`config.mk`:
```
export PLATFORM = sky130hd
export DESIGN_NAME = skt_ctrl
export DESIGN_NICKNAME = d
export VERILOG_FILES = /design/src/hw/rtl/skt_pkg.sv /design/src/hw/rtl/skt_ctrl.sv
export SDC_FILE = /design/constraint.sdc
export NUM_CORES = 1
export LEC_CHECK = 0
export BUFFER_PORTS_ARGS = -buffer_cell sky130_fd_sc_hd__clkbuf_2
export CAP_MARGIN = 40
export CORE_MARGIN = 2
export CORE_UTILIZATION = 52
export CTS_CLUSTER_DIAMETER = 150
export DETAILED_ROUTE_END_ITERATION = 8
export PLACE_DENSITY = 0.8
export SLEW_MARGIN = 20
export SYNTH_ARGS = -nofsm -noshare
export SYNTH_HDL_FRONTEND = slang
export SYNTH_SLANG_ARGS = --single-unit
```
`constraint.sdc`:
```
create_clock -name clk_i -period 5.95 [get_ports clk_i]
set_input_delay 0.8925 -clock clk_i [delete_from_list [all_inputs] [get_ports clk_i]]
set_output_delay 0.8925 -clock clk_i [all_outputs]
set_load 0.05 [all_outputs]
```
`src/hw/rtl/skt_pkg.sv`:
```
`timescale 1ns / 1ps

package skt_pkg;

  localparam int unsigned CAPACITY  = 128;
  localparam int unsigned ADDR_W    = $clog2(CAPACITY);
  localparam int unsigned CNT_W     = $clog2(CAPACITY + 1);
  localparam int unsigned KEY_W     = 32;
  localparam int unsigned PAYLOAD_W = 64;
  localparam int unsigned POS_W     = 7;

  // command codes
  typedef enum logic [1:0] {
    CMD_INSERT = 2'd0,
    CMD_REMOVE = 2'd1,
    CMD_LOOKUP = 2'd2
  } cmd_e;

  // result status codes
  typedef enum logic [2:0] {
    STAT_INSERTED  = 3'd0,
    STAT_REPLACED  = 3'd1,
    STAT_REMOVED   = 3'd2,
    STAT_FOUND     = 3'd3,
    STAT_NOT_FOUND = 3'd4,
    STAT_FULL      = 3'd5,
    STAT_EMPTY     = 3'd6
  } status_e;

  // one table entry, key in the upper bits
  typedef struct packed {
    logic signed [KEY_W-1:0] key;
    logic [PAYLOAD_W-1:0]    payload;
  } entry_t;

  // input item, first field lowest
  typedef struct packed {
    logic [PAYLOAD_W-1:0]    payload;
    logic signed [KEY_W-1:0] key;
    cmd_e                    command;
  } req_t;

  // result item, first field lowest
  typedef struct packed {
    logic [CNT_W-1:0]        entry_count;
    logic [PAYLOAD_W-1:0]    payload_out;
    logic signed [KEY_W-1:0] key_out;
    logic [POS_W-1:0]        position;
    status_e                 status;
  } rsp_t;

  localparam int unsigned REQ_W     = $bits(req_t);
  localparam int unsigned RSP_W     = $bits(rsp_t);
  localparam int unsigned S_TDATA_W = ((REQ_W + 7) / 8) * 8;
  localparam int unsigned M_TDATA_W = ((RSP_W + 7) / 8) * 8;

  localparam int unsigned ENTRY_W = $bits(entry_t);

  // memory port request from the sequencer
  typedef struct packed {
    logic              we;
    logic [ADDR_W-1:0] waddr;
    entry_t            wdata;
    logic [ADDR_W-1:0] raddr;
  } ram_req_t;

endpackage

```
`src/hw/rtl/skt_ctrl.sv`:
```
`timescale 1ns / 1ps

// Command sequencer: scan, shift up / shift down, place entry.
module skt_ctrl (
  input  logic              clk_i,
  input  logic              rst_ni,
  input  logic              req_valid_i,
  output logic              req_ready_o,
  input  skt_pkg::req_t     req_i,
  output logic              rsp_valid_o,
  input  logic              rsp_ready_i,
  output skt_pkg::rsp_t     rsp_o,
  output skt_pkg::ram_req_t ram_o,
  input  skt_pkg::entry_t   ram_rdata_i
);
  import skt_pkg::*;

  typedef enum logic [2:0] {
    ST_IDLE,
    ST_SCAN,
    ST_SHUP,
    ST_PUT,
    ST_SHDN,
    ST_DONE
  } state_e;

  localparam logic [CNT_W-1:0] ONE = CNT_W'(1);
  localparam logic [CNT_W-1:0] TWO = CNT_W'(2);
  localparam logic [CNT_W-1:0] CAP = CNT_W'(CAPACITY);

  state_e                  state_q, state_d;
  cmd_e                    cmd_q, cmd_d;
  logic signed [KEY_W-1:0] key_q, key_d;
  logic [PAYLOAD_W-1:0]    pl_q, pl_d;
  logic [CNT_W-1:0]        p_q, p_d;       // scan / target position
  logic [CNT_W-1:0]        a_q, a_d;       // shift write address
  logic [CNT_W-1:0]        count_q, count_d;
  rsp_t                    rsp_q, rsp_d;

  logic [CNT_W-1:0] rd_addr;
  logic [CNT_W-1:0] wr_addr;
  logic             scan_end;
  logic             scan_eq;
  logic [CNT_W-1:0] scan_pos;

  assign req_ready_o = (state_q == ST_IDLE);
  assign rsp_valid_o = (state_q == ST_DONE);
  assign rsp_o       = rsp_q;

  always_comb begin
    state_d     = state_q;
    cmd_d       = cmd_q;
    key_d       = key_q;
    pl_d        = pl_q;
    p_d         = p_q;
    a_d         = a_q;
    count_d     = count_q;
    rsp_d       = rsp_q;
    rd_addr     = '0;
    wr_addr     = '0;
    ram_o.we    = 1'b0;
    ram_o.wdata = ram_rdata_i;
    scan_end    = 1'b0;
    scan_eq     = 1'b0;
    scan_pos    = p_q;

    unique case (state_q)
      ST_IDLE: begin
        if (req_valid_i) begin
          cmd_d = req_i.command;
          key_d = req_i.key;
          pl_d  = req_i.payload;
          p_d   = '0;
          rsp_d = '{entry_count: count_q, payload_out: '0, key_out: '0,
                    position: '0, status: STAT_NOT_FOUND};
          unique case (req_i.command)
            CMD_INSERT: begin
              if (count_q == CAP) begin
                rsp_d.status = STAT_FULL;
                state_d      = ST_DONE;
              end else if (count_q == '0) begin
                state_d = ST_PUT;
              end else begin
                state_d = ST_SCAN;
              end
            end
            CMD_REMOVE: begin
              if (count_q == '0) begin
                rsp_d.status = STAT_EMPTY;
                state_d      = ST_DONE;
              end else begin
                state_d = ST_SCAN;
              end
            end
            CMD_LOOKUP: begin
              state_d = (count_q == '0) ? ST_DONE : ST_SCAN;
            end
            default: ;  // unused code: dropped, no result
          endcase
        end
      end

      ST_SCAN: begin
        // read data holds entry p_q
        if (ram_rdata_i.key < key_q) begin
          if (p_q + ONE == count_q) begin
            scan_end = 1'b1;
            scan_pos = count_q;
          end else begin
            rd_addr = p_q + ONE;
            p_d     = p_q + ONE;
          end
        end else begin
          scan_end = 1'b1;
          scan_eq  = (ram_rdata_i.key == key_q);
        end

        if (scan_end) begin
          p_d = scan_pos;
          unique case (cmd_q)
            CMD_INSERT: begin
              if (scan_eq) begin
                ram_o.we       = 1'b1;
                wr_addr        = scan_pos;
                ram_o.wdata    = '{key: key_q, payload: pl_q};
                rsp_d.status   = STAT_REPLACED;
                rsp_d.position = POS_W'(scan_pos);
                state_d        = ST_DONE;
              end else if (scan_pos == count_q) begin
                state_d = ST_PUT;
              end else begin
                rd_addr = count_q - ONE;
                a_d     = count_q;
                state_d = ST_SHUP;
              end
            end
            CMD_REMOVE: begin
              if (scan_eq) begin
                rsp_d.status      = STAT_REMOVED;
                rsp_d.position    = POS_W'(scan_pos);
                rsp_d.key_out     = ram_rdata_i.key;
                rsp_d.payload_out = ram_rdata_i.payload;
                rsp_d.entry_count = count_q - ONE;
                if (scan_pos + ONE == count_q) begin
                  count_d = count_q - ONE;
                  state_d = ST_DONE;
                end else begin
                  rd_addr = scan_pos + ONE;
                  a_d     = scan_pos;
                  state_d = ST_SHDN;
                end
              end else begin
                state_d = ST_DONE;
              end
            end
            default: begin
              if (scan_eq) begin
                rsp_d.status      = STAT_FOUND;
                rsp_d.position    = POS_W'(scan_pos);
                rsp_d.key_out     = ram_rdata_i.key;
                rsp_d.payload_out = ram_rdata_i.payload;
              end
              state_d = ST_DONE;
            end
          endcase
        end
      end

      ST_SHUP: begin
        // read data holds entry a_q-1; move it to a_q
        ram_o.we = 1'b1;
        wr_addr  = a_q;
        if (a_q - ONE == p_q) begin
          state_d = ST_PUT;
        end else begin
          rd_addr = a_q - TWO;
          a_d     = a_q - ONE;
        end
      end

      ST_PUT: begin
        ram_o.we          = 1'b1;
        wr_addr           = p_q;
        ram_o.wdata       = '{key: key_q, payload: pl_q};
        count_d           = count_q + ONE;
        rsp_d.status      = STAT_INSERTED;
        rsp_d.position    = POS_W'(p_q);
        rsp_d.entry_count = count_q + ONE;
        state_d           = ST_DONE;
      end

      ST_SHDN: begin
        // read data holds entry a_q+1; move it to a_q
        ram_o.we = 1'b1;
        wr_addr  = a_q;
        if (a_q + TWO == count_q) begin
          count_d = count_q - ONE;
          state_d = ST_DONE;
        end else begin
          rd_addr = a_q + TWO;
          a_d     = a_q + ONE;
        end
      end

      ST_DONE: begin
        if (rsp_ready_i) begin
          state_d = ST_IDLE;
        end
      end

      default: state_d = ST_IDLE;
    endcase

    ram_o.raddr = rd_addr[ADDR_W-1:0];
    ram_o.waddr = wr_addr[ADDR_W-1:0];
  end

  always_ff @(posedge clk_i or negedge rst_ni) begin
    if (!rst_ni) begin
      state_q <= ST_IDLE;
      cmd_q   <= CMD_INSERT;
      key_q   <= '0;
      pl_q    <= '0;
      p_q     <= '0;
      a_q     <= '0;
      count_q <= '0;
      rsp_q   <= '0;
    end else begin
      state_q <= state_d;
      cmd_q   <= cmd_d;
      key_q   <= key_d;
      pl_q    <= pl_d;
      p_q     <= p_d;
      a_q     <= a_d;
      count_q <= count_d;
      rsp_q   <= rsp_d;
    end
  end

endmodule

```
==> impl_metrics.ini <==
[synth]
synth_ff_type = dfrtp_1
synth_cell_types = 71
avgSynthCellArea_um2 = 9.19
ys_seq_elements = 239
synth-xor-area-share = 0.0487
synth_top_area_share = 0.434
synth_top_area_cell = dfrtp_1
synth_top_family_by_area = simple AND/OR/NAND/NOR gates
synth_mux_area_frac = 0.130
synth-simple-area-share = 0.153
synth.top_cells.by_area = dfrtp_1 (43%), mux2_2 (12%), nand2_1 (8.5%)
synth-seq-area-share = 0.434
synth_fa_ha_area_frac = 0.0399
syn_inst = 1500
synth_compound_area_frac = 0.143
postSynth.asyncResetShare = 1.00
synth_edf_count = 0
syn_nets = 1742
synth_warnings = 0
netlist_area_mm2 = 0.0138

[power]
vdd_drop_max_mv = 0.547
share_comb_of_total_power = 0.599
switching_share = 0.526
power_frac_seq = 0.261
leakagePower_nw = 8.46
p_per_area_mw_per_mm2 = 651
power.switching_mw = 6.02
total_power_mw = 11.5
clkPwrFrac = 0.140
intPower_mw = 5.43

[die]
die_w_um = 167
num_rows = 59
pin_count = 425
initial_utilization = 0.529
die-area_mm2 = 0.0278
dieHeight_um = 167
core_mm2 = 0.0261

[timing]
fin_crit_sh = 0.983
finClkSkew_ns = 0.0244
setup_tns_ns = 0
whs_ns = 0.274
finalSetupViolations = 0
final-hold-violation-count = 0
max_freq_ghz = 0.171
worstMarginPinSlew_ns = 0.825
slew_violations = 0
timing.final.crit_period_ns = 5.85
slew_headroom = 0.449

[setup_path]
end_kind = output port
start_kind = input port
cp_max_fo = 5
arrival_ns = 4.96
required_ns = 5.06
critPathKind = input port to output port

[clocking]
cts.path.max_buffers = 3
clkTransAtPathRegs_ns = 0.06
cts_hold_buf = 0
cts_tree = yes
clk_latency_ns = 0.56
cts_sinks = 239
h-tree-depth = 1
numCtsBuffers = 26
ctsRootBufferMaster = clkbuf_16

[route]
drcViolationCount = 0
vias = 13200
drt-initial-drc-count = 1234
vias_per_cell = 5.84
dr.pass1.iters = 8
routedWlPerCell_um = 21.9
ant_nets = 0
drt_wl_total_um = 49700

[layout]
syn2layout_area_growth_pct = 27.6
utilization = 0.675
finalInstanceArea_mm2 = 0.0176
nNetsFinal = 2149
final_common_cell = clkbuf_2
drive_above_1_share = 0.376
mostFrequentLayoutCells = clkbuf_2 (416), nand2_1 (314), dfrtp_1 (236), o21ai_0 (209), mux2_2 (146)

[global_route]
grt_start_max_net_pins = 140
grt_pass1_vias = 13000
antenna_found_initial = 6
grt_overflow_total = 0
grt_pass1_wl_um = 76000
grt_usage = 0.347

[job]
maxCapViolCount = 0

[hold_path]
min_path_type = input port to async pin

[place]
globalplace.congestion = 0.983
port_buffers = 424
place_area_mm2 = 0.0164
hpwl_um = 37100

[run_status]
outcome = finished, final reports clean
[cell families after synthesis]
group / after synthesis
buf+inv: 168
simple gates: 473
fa+ha+maj: 44
flops: 239
compound gates: 343
xor+xnor: 72
mux: 161
[sequential cells by signal, indices dropped and copies added, names as in the netlist]
register	flops
a_q	8
state_q	3
p_q	8
key_q	32
count_q	8
cmd_q	2
rsp_o	114
pl_q	64
[metal layers]
| layer | part of all wire | global-route usage | vias to the layer above |
|---|---|---|---|
| met4 | 0.048 | 0.143 | 0 |
| li1 | - | - | 6001 |
| met2 | 0.46 | 0.557 | 692 |
| met3 | 0.082 | 0.0630 | 136 |
| met1 | 0.41 | 0.465 | 6412 |
| met5 | 0 | 0 | - |
[metrics by stage]
stage                     cells  worst slack (ns)
after floorplan            1500            0.0554
after global placement     2198           -0.0318
after detailed placement   2201            -0.129
after CTS                  2249            0.0189
after global routing       2266            -0.108
final                      2266             0.102
[critical path, cell delays in order]
cell and delay [ns]:
clkbuf_2 0.15, ha_4 0.29, nand4_1 0.24, nor3_2 0.26
a22oi_2 0.12, and3_4 0.23, nor4_4 0.27, buf_6 0.18
mux2_4 0.31, ha_2 0.18, and2_1 0.16, and2_1 0.16
o311ai_2 0.20, o21ai_1 0.09, and4b_2 0.25, buf_4 0.14
nand3b_1 0.18, o211ai_1 0.25, o211ai_1 0.18, buf_12 0.19
[power groups by stage]
stage               sequential [mW]  clock (mW)  combinational, mW
floorplan                      3.96           0               3.71
global route                   3.07        1.67               7.29
finish                         2.99        1.60               6.86
CTS                            2.98        1.60               6.67
global placement               2.95           0               6.50
detailed placement             2.99           0               6.63
[Yosys cell counts (all sizes together) (3+ instances only)]
cell type and number:
a211oi 3, a21o 3, a21oi 47, a221oi 4, a22o 6, a22oi 8
a31oi 8, a32o 4, a32oi 3, and2 8, and3 10, buf 33
clkbuf 77, dfrtp 239, ha 44, inv 58, mux2 147, mux2i 14
nand2 315, nand2b 9, nand3 23, nand3b 4, nand4 17, nor2 42
nor2b 7, nor3 11, nor4 6, o211ai 11, o21ai 214, o221ai 5
o22ai 13, or2 4, or3 4, xnor2 46, xnor3 3, xor2 23
[layout make-up]
| cell class | instances | area (um2) |
|---|---|---|
| clock inverters | 5 | 60.1 |
| fillers | 2081 | 8460 |
| well taps | 335 | 419 |
| multi-input cells | 1093 | 7300 |
| repair buffers | 489 | 2820 |
| clock buffers | 41 | 777 |
| flip-flops and latches | 239 | 5980 |
| inverters | 58 | 218 |
| diodes | 6 | 15.0 |
[worst paths after layout]
check / startpoint / endpoint / slack (ns) / cells past startpoint
min in group clk_i: rsp_o[79]$_DFFE_PN0P_ / rsp_o[79]$_DFFE_PN0P_ / 0.48 / 2
max in group asynchronous: rst_ni / pl_q[58]$_DFFE_PN0P_ / 4.70 / 2
worst max-delay path: ram_rdata_i[95] / ram_o[5] / 0.10 / 20
worst min-delay path: rst_ni / a_q[5]$_DFFE_PN0P_ / 0.27 / 1
worst min register to register: rsp_o[79]$_DFFE_PN0P_ / rsp_o[79]$_DFFE_PN0P_ / 0.48 / 2
worst max register to register: key_q[24]$_DFFE_PN0P_ / a_q[7]$_DFFE_PN0P_ / 1.09 / 21
[what timing repair did]
action | in CTS | in global routing
setup endpoints to repair | 7 | 7
resized for setup | 6 | 35
buffers inserted | 2 | 10
pin swaps | 1 | 18
(Power assumes the default switching activity.)
